$ cat src/rtl/core/assert_macros.svh
// Assertion macros shared by the RTL of the header parser.
// Every macro samples on clk and is disabled while arst_n is low.
`ifndef ASSERT_MACROS_SVH
`define ASSERT_MACROS_SVH

// Plain property that must hold on every clock edge
`define ASSERT_CLK(name, prop, msg) \
	name: assert property (@(posedge clk) disable iff (!arst_n) (prop)) else $error(msg);

// Same-cycle implication
`define ASSERT_IMPL(name, ante, cons, msg) \
	name: assert property (@(posedge clk) disable iff (!arst_n) (ante) |-> (cons)) else $error(msg);

// Next-cycle implication
`define ASSERT_NEXT(name, ante, cons, msg) \
	name: assert property (@(posedge clk) disable iff (!arst_n) (ante) |=> (cons)) else $error(msg);

`endif

$ cat src/rtl/core/hhsp_pkg.sv
// Shared types and codes of the HTTP header stream parser.
// No dependencies; imported by every module of the block.
package hhsp_pkg;

	// Counter and content-length widths
	localparam int COUNT_WIDTH  = 16;
	localparam int LENGTH_WIDTH = 32;

	typedef logic [COUNT_WIDTH-1:0]  cnt_t;
	typedef logic [LENGTH_WIDTH-1:0] len_t;

	// Field tags
	localparam logic [2:0] TAG_NONE    = 3'd0;
	localparam logic [2:0] TAG_METHOD  = 3'd1;
	localparam logic [2:0] TAG_URI     = 3'd2;
	localparam logic [2:0] TAG_VERSION = 3'd3;
	localparam logic [2:0] TAG_CODE    = 3'd4;
	localparam logic [2:0] TAG_REASON  = 3'd5;
	localparam logic [2:0] TAG_HNAME   = 3'd6;
	localparam logic [2:0] TAG_HVALUE  = 3'd7;

	// Parse status
	localparam logic [1:0] STAT_RUN        = 2'd0;
	localparam logic [1:0] STAT_DONE       = 2'd1;
	localparam logic [1:0] STAT_ERROR      = 2'd2;
	localparam logic [1:0] STAT_INCOMPLETE = 2'd3;

	// Method classification
	localparam logic [2:0] OP_UNKNOWN  = 3'd0;
	localparam logic [2:0] OP_GET      = 3'd1;
	localparam logic [2:0] OP_PUT      = 3'd2;
	localparam logic [2:0] OP_POST     = 3'd3;
	localparam logic [2:0] OP_RESPONSE = 3'd4;

	// Error location
	localparam logic [2:0] WHERE_NONE    = 3'd0;
	localparam logic [2:0] WHERE_METHOD  = 3'd1;
	localparam logic [2:0] WHERE_CODE    = 3'd2;
	localparam logic [2:0] WHERE_VERSION = 3'd3;
	localparam logic [2:0] WHERE_HNAME   = 3'd4;

	// One classified input word, front to back
	typedef struct packed {
		logic [7:0] data;
		logic [7:0] lower;      // data folded to lower case
		logic [3:0] digit_val;
		logic       is_digit;
		logic       is_blank;   // space or tab
		logic       is_nl;
		logic       is_cr;
		logic       is_name;    // alphanumeric or dash
		logic       is_colon;
		logic       first;
		logic       last;
	} byte_info_t;

	// One result word
	typedef struct packed {
		logic [2:0]  field_tag;
		logic        field_start;
		logic [1:0]  parse_status;
		logic [2:0]  op_kind;
		logic [15:0] status_code;
		logic [7:0]  header_count;
		logic [31:0] content_length;
		logic [15:0] header_length;
		logic [2:0]  error_where;
		logic [15:0] error_line;
		logic [15:0] error_column;
	} result_t;

endpackage

$ cat src/rtl/core/hhsp_front.sv
// Front end of the header parser: accepts input words and classifies bytes.
// Depends on hhsp_pkg; feeds hhsp_queue.
module hhsp_front (
	input  logic                 s_tvalid,
	output logic                 s_tready,
	input  logic [7:0]           s_tdata,   // [7:0] data_byte
	input  logic [0:0]           s_tuser,   // [0] first_byte
	input  logic                 s_tlast,   // last_byte
	output logic                 push_valid,
	input  logic                 push_ready,
	output hhsp_pkg::byte_info_t push_entry
);
	import hhsp_pkg::*;

	logic is_upper;
	logic is_lower;

	assign s_tready   = push_ready;
	assign push_valid = s_tvalid;

	// Character classes
	always_comb begin
		is_upper = (s_tdata >= "A") && (s_tdata <= "Z");
		is_lower = (s_tdata >= "a") && (s_tdata <= "z");
		push_entry.data      = s_tdata;
		push_entry.lower     = is_upper ? (s_tdata + 8'd32) : s_tdata;
		push_entry.digit_val = s_tdata[3:0];
		push_entry.is_digit  = (s_tdata >= "0") && (s_tdata <= "9");
		push_entry.is_blank  = (s_tdata == " ") || (s_tdata == 8'h09);
		push_entry.is_nl     = (s_tdata == 8'h0A);
		push_entry.is_cr     = (s_tdata == 8'h0D);
		push_entry.is_name   = push_entry.is_digit || is_upper || is_lower || (s_tdata == "-");
		push_entry.is_colon  = (s_tdata == ":");
		push_entry.first     = s_tuser[0];
		push_entry.last      = s_tlast;
	end

endmodule

$ cat src/rtl/core/hhsp_queue.sv
// Two-entry queue of classified words between front and back end.
// Depends on hhsp_pkg.
module hhsp_queue (
	input  logic                 clk,
	input  logic                 arst_n,
	input  logic                 in_valid,
	output logic                 in_ready,
	input  hhsp_pkg::byte_info_t in_entry,
	output logic                 out_valid,
	input  logic                 out_ready,
	output hhsp_pkg::byte_info_t out_entry
);
	import hhsp_pkg::*;

	localparam int DEPTH = 2;
	localparam int PW    = (DEPTH > 1) ? $clog2(DEPTH) : 1;
	localparam int CW    = $clog2(DEPTH + 1);

	byte_info_t        mem_q [DEPTH];
	logic [PW-1:0]     wr_q;
	logic [PW-1:0]     rd_q;
	logic [CW-1:0]     cnt_q;
	logic              push;
	logic              pop;

	assign in_ready  = (cnt_q != CW'(DEPTH));
	assign out_valid = (cnt_q != '0);
	assign push      = in_valid && in_ready;
	assign pop       = out_valid && out_ready;
	assign out_entry = mem_q[rd_q];

	// Storage
	always_ff @(posedge clk) begin
		if (push) begin
			mem_q[wr_q] <= in_entry;
		end
	end

	// Pointers and fill count
	always_ff @(posedge clk or negedge arst_n) begin
		if (!arst_n) begin
			wr_q  <= '0;
			rd_q  <= '0;
			cnt_q <= '0;
		end else begin
			if (push) begin
				wr_q <= (wr_q == PW'(DEPTH - 1)) ? '0 : wr_q + 1'b1;
			end
			if (pop) begin
				rd_q <= (rd_q == PW'(DEPTH - 1)) ? '0 : rd_q + 1'b1;
			end
			if (push && !pop) begin
				cnt_q <= cnt_q + 1'b1;
			end else if (pop && !push) begin
				cnt_q <= cnt_q - 1'b1;
			end
		end
	end

endmodule

$ cat src/rtl/core/hhsp_back.sv
// Back end of the header parser: parse state machine and result register.
// Depends on hhsp_pkg and assert_macros.svh; fed by hhsp_queue.
`include "assert_macros.svh"
module hhsp_back (
	input  logic                 clk,
	input  logic                 arst_n,
	input  logic                 in_valid,
	output logic                 in_ready,
	input  hhsp_pkg::byte_info_t in_entry,
	output logic                 out_valid,
	input  logic                 out_ready,
	output hhsp_pkg::result_t    out_res
);
	import hhsp_pkg::*;

	typedef enum logic [3:0] {
		P_INIT    = 4'd0,
		P_SPACE   = 4'd1,
		P_OP      = 4'd2,
		P_CODE    = 4'd3,
		P_MSG     = 4'd4,
		P_URI     = 4'd5,
		P_VERSION = 4'd6,
		P_HBOL    = 4'd7,
		P_HEADER  = 4'd8,
		P_HNAME   = 4'd9,
		P_HVAL    = 4'd10,
		P_DONE    = 4'd11,
		P_ERROR   = 4'd12
	} pstate_t;

	localparam int   LW4       = LENGTH_WIDTH + 4;
	localparam int   LF_ACTIVE = 0;
	localparam int   LF_DIGIT  = 1;
	localparam int   LF_ENDED  = 2;
	localparam len_t LEN_MAX   = '1;

	// Keyword matchers: hit when position p holds byte b
	function automatic logic get_hit(logic [2:0] p, logic [7:0] b);
		case (p)
			3'd0:    return b == "G";
			3'd1:    return b == "E";
			3'd2:    return b == "T";
			default: return 1'b0;
		endcase
	endfunction

	function automatic logic put_hit(logic [2:0] p, logic [7:0] b);
		case (p)
			3'd0:    return b == "P";
			3'd1:    return b == "U";
			3'd2:    return b == "T";
			default: return 1'b0;
		endcase
	endfunction

	function automatic logic post_hit(logic [2:0] p, logic [7:0] b);
		case (p)
			3'd0:    return b == "P";
			3'd1:    return b == "O";
			3'd2:    return b == "S";
			3'd3:    return b == "T";
			default: return 1'b0;
		endcase
	endfunction

	function automatic logic http_hit(logic [2:0] p, logic [7:0] b);
		case (p)
			3'd0:    return b == "H";
			3'd1:    return b == "T";
			3'd2:    return b == "T";
			3'd3:    return b == "P";
			3'd4:    return b == "/";
			default: return 1'b0;
		endcase
	endfunction

	// Method tracker: [2:0] position, [3] GET, [4] PUT, [5] POST, [6] HTTP/
	function automatic logic [7:0] method_step(logic [7:0] mm, logic [7:0] b);
		logic [2:0] p;
		logic [7:0] m;
		p    = mm[2:0];
		m    = '0;
		m[3] = mm[3] && get_hit(p, b);
		m[4] = mm[4] && put_hit(p, b);
		m[5] = mm[5] && post_hit(p, b);
		m[6] = mm[6] && ((p >= 3'd5) || http_hit(p, b));
		m[2:0] = (p < 3'd7) ? p + 3'd1 : 3'd7;
		return m;
	endfunction

	function automatic logic [2:0] method_kind(logic [7:0] mm);
		if (mm[6] && (mm[2:0] >= 3'd5)) return OP_RESPONSE;
		if (mm[3] && (mm[2:0] == 3'd3)) return OP_GET;
		if (mm[4] && (mm[2:0] == 3'd3)) return OP_PUT;
		if (mm[5] && (mm[2:0] == 3'd4)) return OP_POST;
		return OP_UNKNOWN;
	endfunction

	// "content-length" matcher, lower-cased input
	function automatic logic [7:0] clen_char(logic [3:0] i);
		case (i)
			4'd0:    return "c";
			4'd1:    return "o";
			4'd2:    return "n";
			4'd3:    return "t";
			4'd4:    return "e";
			4'd5:    return "n";
			4'd6:    return "t";
			4'd7:    return "-";
			4'd8:    return "l";
			4'd9:    return "e";
			4'd10:   return "n";
			4'd11:   return "g";
			4'd12:   return "t";
			4'd13:   return "h";
			default: return 8'h00;
		endcase
	endfunction

	function automatic logic [3:0] name_step(logic [3:0] idx, logic [7:0] c);
		if ((idx < 4'd14) && (clen_char(idx) == c)) return idx + 4'd1;
		return 4'd15;
	endfunction

	function automatic cnt_t cnt_inc(cnt_t v);
		return (v == '1) ? v : v + 1'b1;
	endfunction

	// Parse state
	pstate_t      ps_q, sas_q;
	logic [7:0]   mm_q;
	cnt_t         lc_q, cc_q, bc_q;
	logic [15:0]  cv_q;
	logic [1:0]   cf_q;
	logic [3:0]   nmi_q;
	logic [2:0]   lf_q;
	len_t         lv_q;
	logic [7:0]   ht_q;
	logic [2:0]   op_q;
	logic [2:0]   ew_q;
	logic [15:0]  el_q, ecol_q;
	logic         out_valid_q;
	result_t      res_q;

	// Starting values (after an optional clear) and next values
	pstate_t      ps_c, sas_c, ps_n, sas_n, st;
	logic [7:0]   mm_c, mm_n;
	cnt_t         lc_c, cc_c, bc_c, lc_n, cc_n, bc_n, col;
	logic [15:0]  cv_c, cv_n, cv_st;
	logic [1:0]   cf_c, cf_n, cf_st;
	logic [3:0]   nmi_c, nmi_n;
	logic [2:0]   lf_c, lf_n, lf_st;
	len_t         lv_c, lv_n, lv_st;
	logic [7:0]   ht_c, ht_n;
	logic [2:0]   op_c, op_n, ew_c, ew_n;
	logic [15:0]  el_c, ecol_c, el_n, ecol_n;
	logic [19:0]  code_prod;
	logic [LW4-1:0] len_prod;
	logic         run, fresh, sp, nl;
	logic [2:0]   tag;
	result_t      res_n;
	logic         pop;

	assign in_ready  = !out_valid_q || out_ready;
	assign pop       = in_valid && in_ready;
	assign out_valid = out_valid_q;
	assign out_res   = res_q;

	// Clear on first byte of a message
	always_comb begin
		if (in_entry.first) begin
			ps_c = P_INIT;  sas_c = P_INIT; mm_c = '0;
			lc_c = '0;      cc_c = '0;      bc_c = '0;
			cv_c = '0;      cf_c = '0;      nmi_c = '0;
			lf_c = '0;      lv_c = '0;      ht_c = '0;
			op_c = '0;      ew_c = '0;      el_c = '0;  ecol_c = '0;
		end else begin
			ps_c = ps_q;    sas_c = sas_q;  mm_c = mm_q;
			lc_c = lc_q;    cc_c = cc_q;    bc_c = bc_q;
			cv_c = cv_q;    cf_c = cf_q;    nmi_c = nmi_q;
			lf_c = lf_q;    lv_c = lv_q;    ht_c = ht_q;
			op_c = op_q;    ew_c = ew_q;    el_c = el_q; ecol_c = ecol_q;
		end
	end

	// Status code digit accumulation
	always_comb begin
		code_prod = 20'({cv_c, 3'b000}) + 20'({cv_c, 1'b0}) + 20'(in_entry.digit_val);
		cv_st = cv_c;
		cf_st = cf_c;
		if (!cf_c[0]) begin
			if (in_entry.is_digit) begin
				cv_st = (code_prod > 20'd65535) ? 16'hFFFF : code_prod[15:0];
				cf_st[1] = 1'b1;
			end else begin
				cf_st[0] = 1'b1;
			end
		end
	end

	// Content-length digit accumulation
	always_comb begin
		len_prod = LW4'({lv_c, 3'b000}) + LW4'({lv_c, 1'b0}) + LW4'(in_entry.digit_val);
		lv_st = lv_c;
		lf_st = lf_c;
		if (lf_c[LF_ACTIVE] && !lf_c[LF_ENDED]) begin
			if (in_entry.is_digit) begin
				lv_st = (len_prod > LW4'(LEN_MAX)) ? LEN_MAX : len_prod[LENGTH_WIDTH-1:0];
				lf_st[LF_DIGIT] = 1'b1;
			end else if (!lf_c[LF_DIGIT] && (in_entry.is_blank || in_entry.is_nl)) begin
				lf_st = lf_c;
			end else begin
				lf_st[LF_ENDED] = 1'b1;
			end
		end
	end

	// Parser step for one word
	always_comb begin
		ps_n = ps_c;   sas_n = sas_c;  mm_n = mm_c;
		lc_n = lc_c;   cc_n = cc_c;    bc_n = bc_c;
		cv_n = cv_c;   cf_n = cf_c;    nmi_n = nmi_c;
		lf_n = lf_c;   lv_n = lv_c;    ht_n = ht_c;
		op_n = op_c;   ew_n = ew_c;    el_n = el_c;  ecol_n = ecol_c;
		sp    = in_entry.is_blank;
		nl    = in_entry.is_nl;
		tag   = TAG_NONE;
		fresh = 1'b0;
		run   = 1'b1;
		st    = ps_c;
		col   = cc_c;
		if ((ps_c != P_DONE) && (ps_c != P_ERROR)) begin
			bc_n = cnt_inc(bc_c);
			if (nl) begin
				lc_n = cnt_inc(lc_c);
				col  = '0;
			end
			cc_n = cnt_inc(col);
			if (!in_entry.is_cr) begin
				// leave the blank run
				if (st == P_SPACE) begin
					if (sp) begin
						run = 1'b0;
					end else begin
						st    = sas_c;
						ps_n  = sas_c;
						fresh = 1'b1;
					end
				end
				// first word of the start line
				if (run && (st == P_INIT)) begin
					if (sp || nl) begin
						run = 1'b0;
					end else begin
						st    = P_OP;
						ps_n  = P_OP;
						mm_n  = 8'h78;
						fresh = 1'b1;
					end
				end
				if (run) begin
					unique case (st)
						P_OP: begin
							if (nl) begin
								ps_n = P_ERROR; ew_n = WHERE_METHOD;
								el_n = 16'(lc_n); ecol_n = 16'(col);
							end else if (sp) begin
								op_n  = method_kind(mm_n);
								ps_n  = P_SPACE;
								sas_n = (method_kind(mm_n) == OP_RESPONSE) ? P_CODE : P_URI;
							end else begin
								mm_n = method_step(mm_n, in_entry.data);
								tag  = TAG_METHOD;
							end
						end
						P_CODE: begin
							if (sp || nl) begin
								if (!cf_c[1]) begin
									ps_n = P_ERROR; ew_n = WHERE_CODE;
									el_n = 16'(lc_n); ecol_n = 16'(col);
								end else begin
									ps_n  = nl ? P_HEADER : P_SPACE;
									sas_n = P_MSG;
								end
							end else begin
								cv_n = cv_st;
								cf_n = cf_st;
								tag  = TAG_CODE;
							end
						end
						P_MSG: begin
							if (nl) ps_n = P_HEADER;
							else    tag  = TAG_REASON;
						end
						P_URI: begin
							if (sp || nl) begin
								ps_n  = P_SPACE;
								sas_n = nl ? P_HEADER : P_VERSION;
							end else begin
								tag = TAG_URI;
							end
						end
						P_VERSION: begin
							if (nl) begin
								ps_n = P_HEADER;
							end else if (sp) begin
								ps_n  = P_SPACE;
								sas_n = P_HBOL;
							end else begin
								tag = TAG_VERSION;
							end
						end
						P_HBOL: begin
							if (nl) begin
								ps_n = P_HEADER;
							end else begin
								ps_n = P_ERROR; ew_n = WHERE_VERSION;
								el_n = 16'(lc_n); ecol_n = 16'(col);
							end
						end
						P_HEADER: begin
							if (sp) begin
								// continuation line
								ps_n  = P_HVAL;
								lf_n  = lf_st;
								lv_n  = lv_st;
								fresh = 1'b0;
								tag   = TAG_HVALUE;
							end else if (nl) begin
								ps_n = P_DONE;
							end else begin
								if (ht_c != 8'hFF) ht_n = ht_c + 8'd1;
								if (lf_c[LF_ACTIVE]) lf_n[LF_ENDED] = 1'b1;
								nmi_n = name_step(4'd0, in_entry.lower);
								ps_n  = P_HNAME;
								fresh = 1'b1;
								tag   = TAG_HNAME;
							end
						end
						P_HNAME: begin
							if (in_entry.is_name) begin
								nmi_n = name_step(nmi_c, in_entry.lower);
								tag   = TAG_HNAME;
							end else if (in_entry.is_colon) begin
								if ((nmi_c == 4'd14) && !lf_c[LF_ACTIVE] && !lf_c[LF_ENDED]) begin
									lf_n = 3'b001;
									lv_n = '0;
								end
								ps_n  = P_SPACE;
								sas_n = P_HVAL;
							end else begin
								ps_n = P_ERROR; ew_n = WHERE_HNAME;
								el_n = 16'(lc_n); ecol_n = 16'(col);
							end
						end
						P_HVAL: begin
							lf_n = lf_st;
							lv_n = lv_st;
							if (nl) ps_n = P_HEADER;
							else    tag  = TAG_HVALUE;
						end
						default: begin
							tag = TAG_NONE;
						end
					endcase
				end
			end
		end
	end

	// Result word
	always_comb begin
		res_n.field_tag   = tag;
		res_n.field_start = fresh && (tag != TAG_NONE);
		if (ps_n == P_DONE)       res_n.parse_status = STAT_DONE;
		else if (ps_n == P_ERROR) res_n.parse_status = STAT_ERROR;
		else if (in_entry.last)   res_n.parse_status = STAT_INCOMPLETE;
		else                      res_n.parse_status = STAT_RUN;
		res_n.op_kind        = op_n;
		res_n.status_code    = cv_n;
		res_n.header_count   = ht_n;
		res_n.content_length = 32'(lv_n);
		res_n.header_length  = (ps_n == P_DONE) ? 16'(bc_n) : 16'h0000;
		res_n.error_where    = ew_n;
		res_n.error_line     = el_n;
		res_n.error_column   = ecol_n;
	end

	// State and output valid
	always_ff @(posedge clk or negedge arst_n) begin
		if (!arst_n) begin
			ps_q <= P_INIT;  sas_q <= P_INIT; mm_q <= '0;
			lc_q <= '0;      cc_q <= '0;      bc_q <= '0;
			cv_q <= '0;      cf_q <= '0;      nmi_q <= '0;
			lf_q <= '0;      lv_q <= '0;      ht_q <= '0;
			op_q <= '0;      ew_q <= '0;      el_q <= '0;  ecol_q <= '0;
			out_valid_q <= 1'b0;
		end else begin
			if (pop) begin
				ps_q <= ps_n;    sas_q <= sas_n;  mm_q <= mm_n;
				lc_q <= lc_n;    cc_q <= cc_n;    bc_q <= bc_n;
				cv_q <= cv_n;    cf_q <= cf_n;    nmi_q <= nmi_n;
				lf_q <= lf_n;    lv_q <= lv_n;    ht_q <= ht_n;
				op_q <= op_n;    ew_q <= ew_n;    el_q <= el_n; ecol_q <= ecol_n;
				out_valid_q <= 1'b1;
			end else if (out_ready) begin
				out_valid_q <= 1'b0;
			end
		end
	end

	// Result payload
	always_ff @(posedge clk) begin
		if (pop) begin
			res_q <= res_n;
		end
	end

	`ASSERT_IMPL(a_error_has_where, ps_q == P_ERROR, ew_q != WHERE_NONE, "error without location")
	`ASSERT_IMPL(a_done_has_length, ps_q == P_DONE, bc_q != '0, "done with empty header")
	`ASSERT_NEXT(a_final_holds, (ps_q == P_DONE || ps_q == P_ERROR) && !(pop && in_entry.first), $stable(ps_q), "left final state without a new message")
	`ASSERT_NEXT(a_pop_loads_result, pop, out_valid_q, "taken word produced no result")

endmodule

$ cat src/rtl/core/http_header_stream_parser.sv
// HTTP header stream parser, top level: byte stream in, tagged result stream out.
// Depends on hhsp_pkg, hhsp_front, hhsp_queue and hhsp_back.
//
// One header byte enters per word and yields exactly one result word. The block
// sustains one byte per clock cycle while m_tready is not held low; a result
// passes through the two-entry input queue and then the result register, and
// the parser state update handles one byte per cycle. A stalled output fills
// the queue and then drops s_tready; no reset sweep is needed, the block is
// ready right after reset. first_byte clears all parse state before its byte is
// taken. After done or error, bytes are still taken and answered, and every
// result field holds until the next first_byte.
module http_header_stream_parser (
	input  logic         clk,
	input  logic         arst_n,
	input  logic         s_tvalid,
	output logic         s_tready,
	input  logic [7:0]   s_tdata,   // [7:0] data_byte
	input  logic         s_tlast,   // last_byte
	input  logic [0:0]   s_tuser,   // [0] first_byte
	output logic         m_tvalid,
	input  logic         m_tready,
	// [1:0] parse_status, [4:2] op_kind, [20:5] status_code, [28:21] header_count,
	// [60:29] content_length, [76:61] header_length, [79:77] error_where,
	// [95:80] error_line, [111:96] error_column
	output logic [111:0] m_tdata,
	output logic [3:0]   m_tuser    // [2:0] field_tag, [3] field_start
);
	import hhsp_pkg::*;

	byte_info_t push_entry;
	byte_info_t pop_entry;
	logic       push_valid, push_ready;
	logic       pop_valid, pop_ready;
	result_t    res;

	hhsp_front u_front (
		.s_tvalid   (s_tvalid),
		.s_tready   (s_tready),
		.s_tdata    (s_tdata),
		.s_tuser    (s_tuser),
		.s_tlast    (s_tlast),
		.push_valid (push_valid),
		.push_ready (push_ready),
		.push_entry (push_entry)
	);

	hhsp_queue u_queue (
		.clk       (clk),
		.arst_n    (arst_n),
		.in_valid  (push_valid),
		.in_ready  (push_ready),
		.in_entry  (push_entry),
		.out_valid (pop_valid),
		.out_ready (pop_ready),
		.out_entry (pop_entry)
	);

	hhsp_back u_back (
		.clk       (clk),
		.arst_n    (arst_n),
		.in_valid  (pop_valid),
		.in_ready  (pop_ready),
		.in_entry  (pop_entry),
		.out_valid (m_tvalid),
		.out_ready (m_tready),
		.out_res   (res)
	);

	// Output packing
	assign m_tdata = {res.error_column, res.error_line, res.error_where, res.header_length,
			res.content_length, res.header_count, res.status_code, res.op_kind,
			res.parse_status};
	assign m_tuser = {res.field_start, res.field_tag};

endmodule
$ cat config.mk
export PLATFORM = sky130hd
export DESIGN_NAME = http_header_stream_parser
export DESIGN_NICKNAME = d
export VERILOG_FILES = /design/src/rtl/core/hhsp_pkg.sv /design/src/rtl/core/hhsp_front.sv /design/src/rtl/core/hhsp_queue.sv /design/src/rtl/core/hhsp_back.sv /design/src/rtl/core/http_header_stream_parser.sv
export VERILOG_INCLUDE_DIRS = /design/src /design/src/rtl/core
export SDC_FILE = /design/constraint.sdc
export NUM_CORES = 1
export LEC_CHECK = 0
export CORE_MARGIN = 10
export CORE_UTILIZATION = 60
export DETAILED_ROUTE_END_ITERATION = 12
export DONT_BUFFER_PORTS = 1
export HOLD_SLACK_MARGIN = 0.08
export PLACE_DENSITY = 0.75
export RECOVER_POWER = 50
export SYNTH_ARGS = -nofsm -noshare
export SYNTH_HDL_FRONTEND = slang
export SYNTH_SLANG_ARGS = --single-unit
export TNS_END_PERCENT = 1
$ cat constraint.sdc
create_clock -name clk -period 7.55 [get_ports clk]
set_input_delay 1.8875 -clock clk [delete_from_list [all_inputs] [get_ports clk]]
set_output_delay 1.8875 -clock clk [all_outputs]
set_load 0.03 [all_outputs]
* Yosys cells after proc, flatten, opt, wreduce, memory -nomap -nowiden
Memories as Yosys holds them, arrays and structs flattened.
Index checks and enable logic that the tools add are counted.
** Word-level totals
- Bits in registers :: 288
- Bits in writable memories :: 56
- Output and inout port bits :: 118
- Logic and storage cells :: 462
- Memories kept :: 2
- Memory bits (read-only) :: 112
- Input bits :: 14
** Memories
- (no name shown) :: words 16, width 7, rd ports 1, clocked after memory_dff 0, wr ports 0, RTL line hhsp_back.sv:102 : case (i)
- u_queue.mem_q :: words 2, width 28, rd ports 1, clocked after memory_dff 0, wr ports 1, RTL line hhsp_queue.sv:19 : byte_info_t mem_q [DEPTH];
** Cells by class
- $add $sub $neg :: 15
- Reduce and logical (&&, ||, !) cells :: 44
- Order comparisons :: 11
- Muxes and demuxes :: 317
- Eq/ne operators :: 42
** Operators with widths (number)
- $mux 16 :: 41
- $mux 32 :: 11
- $mux 8 :: 31
- $mux 4 :: 50
- $mux 3 :: 53
- $pmux 16 s4 :: 2
- $mux 1 :: 103
- $pmux 32 s3 :: 1
- $eq 8x7->1 const B :: 8
- $add 16x1->16 const B :: 3
- $eq 16x16->1 const B :: 3
- $add 35x33->36 :: 1
- $add 36x4->36 :: 1
- $gt 36x32->1 const B :: 1
- $eq 8x6->1 const B :: 4
- $pmux 4 s8 :: 1
- $mux 2 :: 15
- $eq 4x4->1 const B :: 6
- $eq 8x4->1 const B :: 3
- $pmux 3 s8 :: 1
- $logic_and 1x1->1 :: 23
- $add 19x17->20 :: 1
- $add 20x4->20 :: 1
- $gt 20x16->1 const B :: 1
- 37 further kinds :: 64

* Logic depth before layout (Yosys ltp)
An unclocked memory read counts as a cell.
- Word-level depth :: 62
- Gate-level depth with buffers :: 26
- Depth with buffers taken out :: 16

* Hierarchy
A second synthesis with hierarchy kept.
** Unflattened totals
- Cells, all modules :: 2395
- Area total of the unflattened synthesis :: 22434.0 um^2
** Modules (own cells, without submodules)
- hhsp_back :: area an instance 19757.7 um^2, cells each 2233, instances 1, seq. area each 7662.3 um^2
- hhsp_queue :: area an instance 2262.2 um^2, cells each 105, instances 1, seq. area each 1781.7 um^2
- hhsp_front :: area an instance 414.1 um^2, cells each 57, instances 1, seq. area each 0.0 um^2

* Worst setup path before layout
No wires, ideal clock.
- Kind :: input port to flip-flop
- Start point :: in m_tready
- End point :: reg u_back.res_q (netlist bit u_back.out_res[0]), enable pin
- Library setup time :: 0.525 ns
- Required time :: 7.025 ns
- Arrival :: 6.218 ns
- Stages on the path :: 6
- Buffers on the path :: 3
- Path slack :: 0.807 ns
- Cell sequence :: nand2b_1 > o21ai_1 > inv_1 > clkbuf_1 > clkbuf_1 > clkbuf_1
** Between the ends
- Cells in the longest elaborated chain, start to end :: 2
** RTL lines
- from (decl) :: RTL line http_header_stream_parser.sv:21 : input logic m_tready,
- $logic_or 1x1->1 :: RTL line hhsp_back.sv:165 : assign in_ready = !out_valid_q || out_ready;
- $logic_and 1x1->1 :: RTL line hhsp_back.sv:166 : assign pop = in_valid && in_ready;
- net u_back.pop :: RTL line hhsp_back.sv:163 : logic pop;
- to (signal assigned) :: RTL line hhsp_back.sv:416 : res_q <= res_n;
- to (decl) :: RTL line hhsp_back.sv:144 : result_t res_q;
The timed path passes the listed nets, and every way through them passes these cells.
A chain may end at the register's enable or synchronous reset.

* Worst setup path in the final report
- Start point :: reg u_queue.rd_q
- End point :: reg u_back.res_q (netlist bit u_back.out_res[78]) (data pin)
** Between the ends
- Cells in the longest elaborated chain, start to end :: 16
- Elaborated cells between the ends (all ways) :: 52
- Those cells by class :: 2 x add/sub; 1 x order compare; 7 x eq/ne; 32 x mux; 9 x reduce/logical; 1 x memory
** RTL lines
- from (decl) :: RTL line hhsp_queue.sv:21 : logic [PW-1:0] rd_q;
- from (signal assigned) :: RTL line hhsp_queue.sv:50 : rd_q <= (rd_q == PW'(DEPTH - 1)) ? '0 : rd_q + 1'b1;
- $mem_v2 2x28 *
- parallel branches: the longest is 14 deep, another holds $add 35x33->36
- $mux 32 * :: RTL line hhsp_back.sv:233 : if ((ps_c != P_DONE) && (ps_c != P_ERROR)) begin
- net u_back.lv_n[27] :: RTL line hhsp_back.sv:154 : len_t lv_c, lv_n, lv_st;
Mark *: on every way through the listed nets, which the timed path passes. The select of a mux whose other input is x is not followed.

==> key figures <==
GRT
  • Antenna violations before repair: 0
  • GRT busiest layer: met2
  • Met2 Use GR: 43.4%
  • M3 GR Usage: 6.17%
  • Met1 Track Usage GR: between 30% and 40%
  • Gr usage total: between 20 and 30%
  • Largest net degree at the start of global routing: 172
  • Total gr overflow: 0
  • Vias in the first global route: approximately 18,000
  • Global-route wire length before repair: around 100,000 um

Layout
  • Layout cell share with drive strength beyond 1: roughly 6.4%
  • Number of diodes: 0
  • Commonest non-fill, non-tap cell in the layout: nand2_1
  • Layout area overhead: 7.22%
  • Commonest cells after routing, fill and taps aside: nand2_1, o21ai_0, nor2_1
  • Final Cell Area: 23,000 um2
  • Nets: around 2,500
  • Fillcell total: slightly below 3,000

Synth
  • Synth warnings: 0
  • Syn Nets: around 2,500
  • Sequential area share after synthesis: between 40% and 50%
  • Top cells by area, synth: edfxtp_1, dfrtp_1, ha_1
  • Most used DFF post-synth: dfrtp_1
  • Synth Cell Area: ~21,000 um2
  • Synth Area per Inst: approximately 9 um2
  • Synth Register Bits: ~330
  • Post-synth top area share: a little over a fifth
  • Distinct cells, synth: 98
  • Post-synth top area cell: edfxtp_1
  • Post-Synthesis Cells: roughly 2,400
  • Post-synth EDFFs: about 150
  • Synth async-reset ratio: between 50% and 60%

Setup path
  • Critical path's top delay family: compound AO/OA/AOI/OAI gates
  • Worst EP required: a little under 8 ns
  • Worst Setup SP: u_queue.rd_q
  • Crit path depth: 16
  • Crit path largest cell delay: ~0.54 ns
  • Cell count of the worst reg-to-reg path: 16
  • Crit-path max FO: 33
  • Startpoint types: register
  • Worst path buffer plus inverter count: 3
  • Critical path arrival: a little over 6 ns
  • WS Path Type: register to register
  • Worst setup EP type: register
  • R2r setup slk: 1.73 ns
  • CP max stage cell: mux2i_1
  • Reg2reg end: u_back.out_res[78]
  • Crit path to: u_back.out_res[78]
  • Crit Reg-Reg Startpoint: u_queue.rd_q
  • Worst-path cell chain: buf_4 -> mux2i_1 -> inv_1 -> ha_1 -> ha_1 -> fa_1 -> a211oi_1 -> o21a_1 -> a211o_1 -> a2111oi_0 -> or3_1 -> a21oi_1 -> nand3_1 -> buf_4 -> o311ai_1 -> nand2_1

Detailed routing
  • Detail Route Antenna Nets: 0
  • Final wirelength: 63,800 um
  • Starting DRT DRC Count: 2,076
  • Vias per cell: around 6.8
  • Drt drc: 0
  • Avg WL per Cell: 22.7 um
  • Via count: approximately 19,000
  • Pre-antenna DRT Iters: 7

Floorplanning
  • Rows: 69
  • Die Wd: about 210 um
  • Core Area: 35,400 um2
  • Starting Density: between 60% and 70%
  • # IOs: 132
  • Die height: ~210 um
  • Die area: 43,700 um2

Placement
  • Hpwl dp: 44,200 um
  • Pre-CTS setup slack: roughly 1.9 ns
  • Final RePlAce weighted congestion: 0.982
  • Port-buffer cells: 0
  • Placed cell area: about 22,000 um2

Power
  • Pwr Total: 0.00792 W
  • Worst VDD drop: roughly 0.00045 V
  • Cell area power density: 345 nW/um2
  • P_leak: between 9 and 10 nW

STA
  • Relative slew slack: approximately a fifth
  • Fin crit share: 77.1%
  • Worst clock skew: about 0.020 ns
  • Fmax: 0.172 GHz
  • RSZ-0062 raised after global routing: false
  • Max Slew Vio Count: 0
  • Worst slew pin tran: ~1.2 ns
  • Final count of negative-setup-slack endpoints: 0
  • Final hold violations: 0
  • Min cycle time layout: about 5.8 ns
  • Fin worst setup slack: about 1.7 ns
  • Setup Total Neg Slack: 0 ns

Clock network
  • Root Driver: clkbuf_16
  • Worst skew pair latency: about 0.56 ns
  • Total CTS buffers: 36
  • Bufs on Longest Clock Path: 3
  • Hold buffers post-CTS: 0
  • Clock sink count: ~330
  • H-tree level count: 2
  • Clock transition at path regs: about 0.060 ns
  • CTS tree: done
  • Number of setup buffers added after CTS: 0
  • Post-CTS sizing: 0

Status
  • Status: complete, no violations

Job
  • Max Cap Viol: 0

Worst hold path
  • HP Start: u_back.mm_q[6]
  • Min-Delay Path Class: register to register
-- state kept, by name, summed over array words and instances (netlist names), 4 cells and up --
| register | cells |
|---|---|
| u_back.out_res | 116 |
| u_back.mm_q | 7 |
| u_queue.mem_q | 38 |
| u_back.cv_q | 16 |
| u_back.bc_q | 16 |
| u_back.lc_q | 16 |
| u_back.el_q | 16 |
| u_back.lv_q | 32 |
| u_back.nmi_q | 4 |
| u_back.ecol_q | 16 |
| u_back.sas_q | 4 |
| u_back.cc_q | 16 |
| u_back.ps_q | 4 |
| u_back.ht_q | 8 |
-- stage by stage --
step | hold WS (ns) | std cells | util, %
4_1_cts | 0.473 | 2814 | 65.0
5_1_grt | 0.494 | 2815 | 65.0
3_3_place_gp | 0.454 | 2748 | 61.7
2_1_floorplan | 0.440 | 2382 | -
3_5_place_dp | 0.460 | 2748 | 61.7
6_report | 0.476 | 2815 | 65.0
-- synthesized netlist by cell type (9+ instances only) --
master and count:
xnor2_1 50, dfrtp_1 171, nor2_1 178, nor3b_1 13, nand2b_1 20, o21ai_0 203, a32o_1 10, mux2i_1 21
buf_1 10, ha_1 112, inv_1 72, mux2_2 20, nor2b_1 13, o31ai_1 31, a41oi_1 14, o21a_1 18
o32ai_1 9, or3_1 20, buf_2 21, a221o_1 10, nor3_1 44, a22oi_1 28, nand4_1 34, a21o_1 36
o22ai_1 23, nor4_1 19, nand2_1 315, edfxtp_1 154, o211ai_1 29, a31oi_1 31, nand3_1 68, clkbuf_1 101
xor2_1 28, and3_1 25, o21ai_1 11, and2_1 43, a211oi_1 23, a21oi_1 160, a22o_1 43
-- cells by family (layout without fill, tap and decap cells) --
kind of cell / after synthesis / count (layout) / share of synthesized area (%)
buffers and inverters: 206 / 178 / 3.80
adder cells (fa/ha/maj): 115 / 115 / 6.82
flip-flops: 325 / 325 / 41.5
XOR/XNOR: 78 / 78 / 3.19
multiplexers: 43 / 43 / 2.16
AND/OR/NAND/NOR: 831 / 831 / 18.3
AO/OA/AOI/OAI: 784 / 784 / 24.2
-- power breakdown --
| part | total [W] | switching [W] | internal, W |
|---|---|---|---|
| Combinational | 0.00306 | 0.00216 | 0.000904 |
| Clock | 0.00178 | 0.000746 | 0.00103 |
| Sequential | 0.00308 | 0.000722 | 0.00236 |
-- area by class of cell --
type                       count  area [um2]  share of cell area [%]
multi-input combinational   1851       11800                    51.2
sequential                   325        8900                    38.7
clock buffer                  50         995                    4.33
tap                          461         577                    2.51
timing repair buffer          40         294                    1.28
inverter                      72         278                    1.21
clock inverter                16         178                   0.773
-- worst min-delay path by stage --
stage          cells after the start         endpoint  slack [ns]
2_1_floorplan                      2  u_back.lv_q[20]        0.44
3_3_place_gp                       2  u_back.lv_q[20]        0.45
3_5_place_dp                       2  u_back.lv_q[20]        0.46
4_1_cts                            2  u_back.lv_q[20]        0.47
5_1_grt                            2  u_back.lv_q[20]        0.49
6_report                           1   u_back.mm_q[6]        0.48
-- per-layer routing --
layer / share of wire [%] / up-vias
met5: 0 / -
met4: 3.1 / 0
met3: 9.6 / 154
met2: 45 / 1075
met1: 42 / 9152
li1: - / 8817
Power figures use the tool's default switching activity.
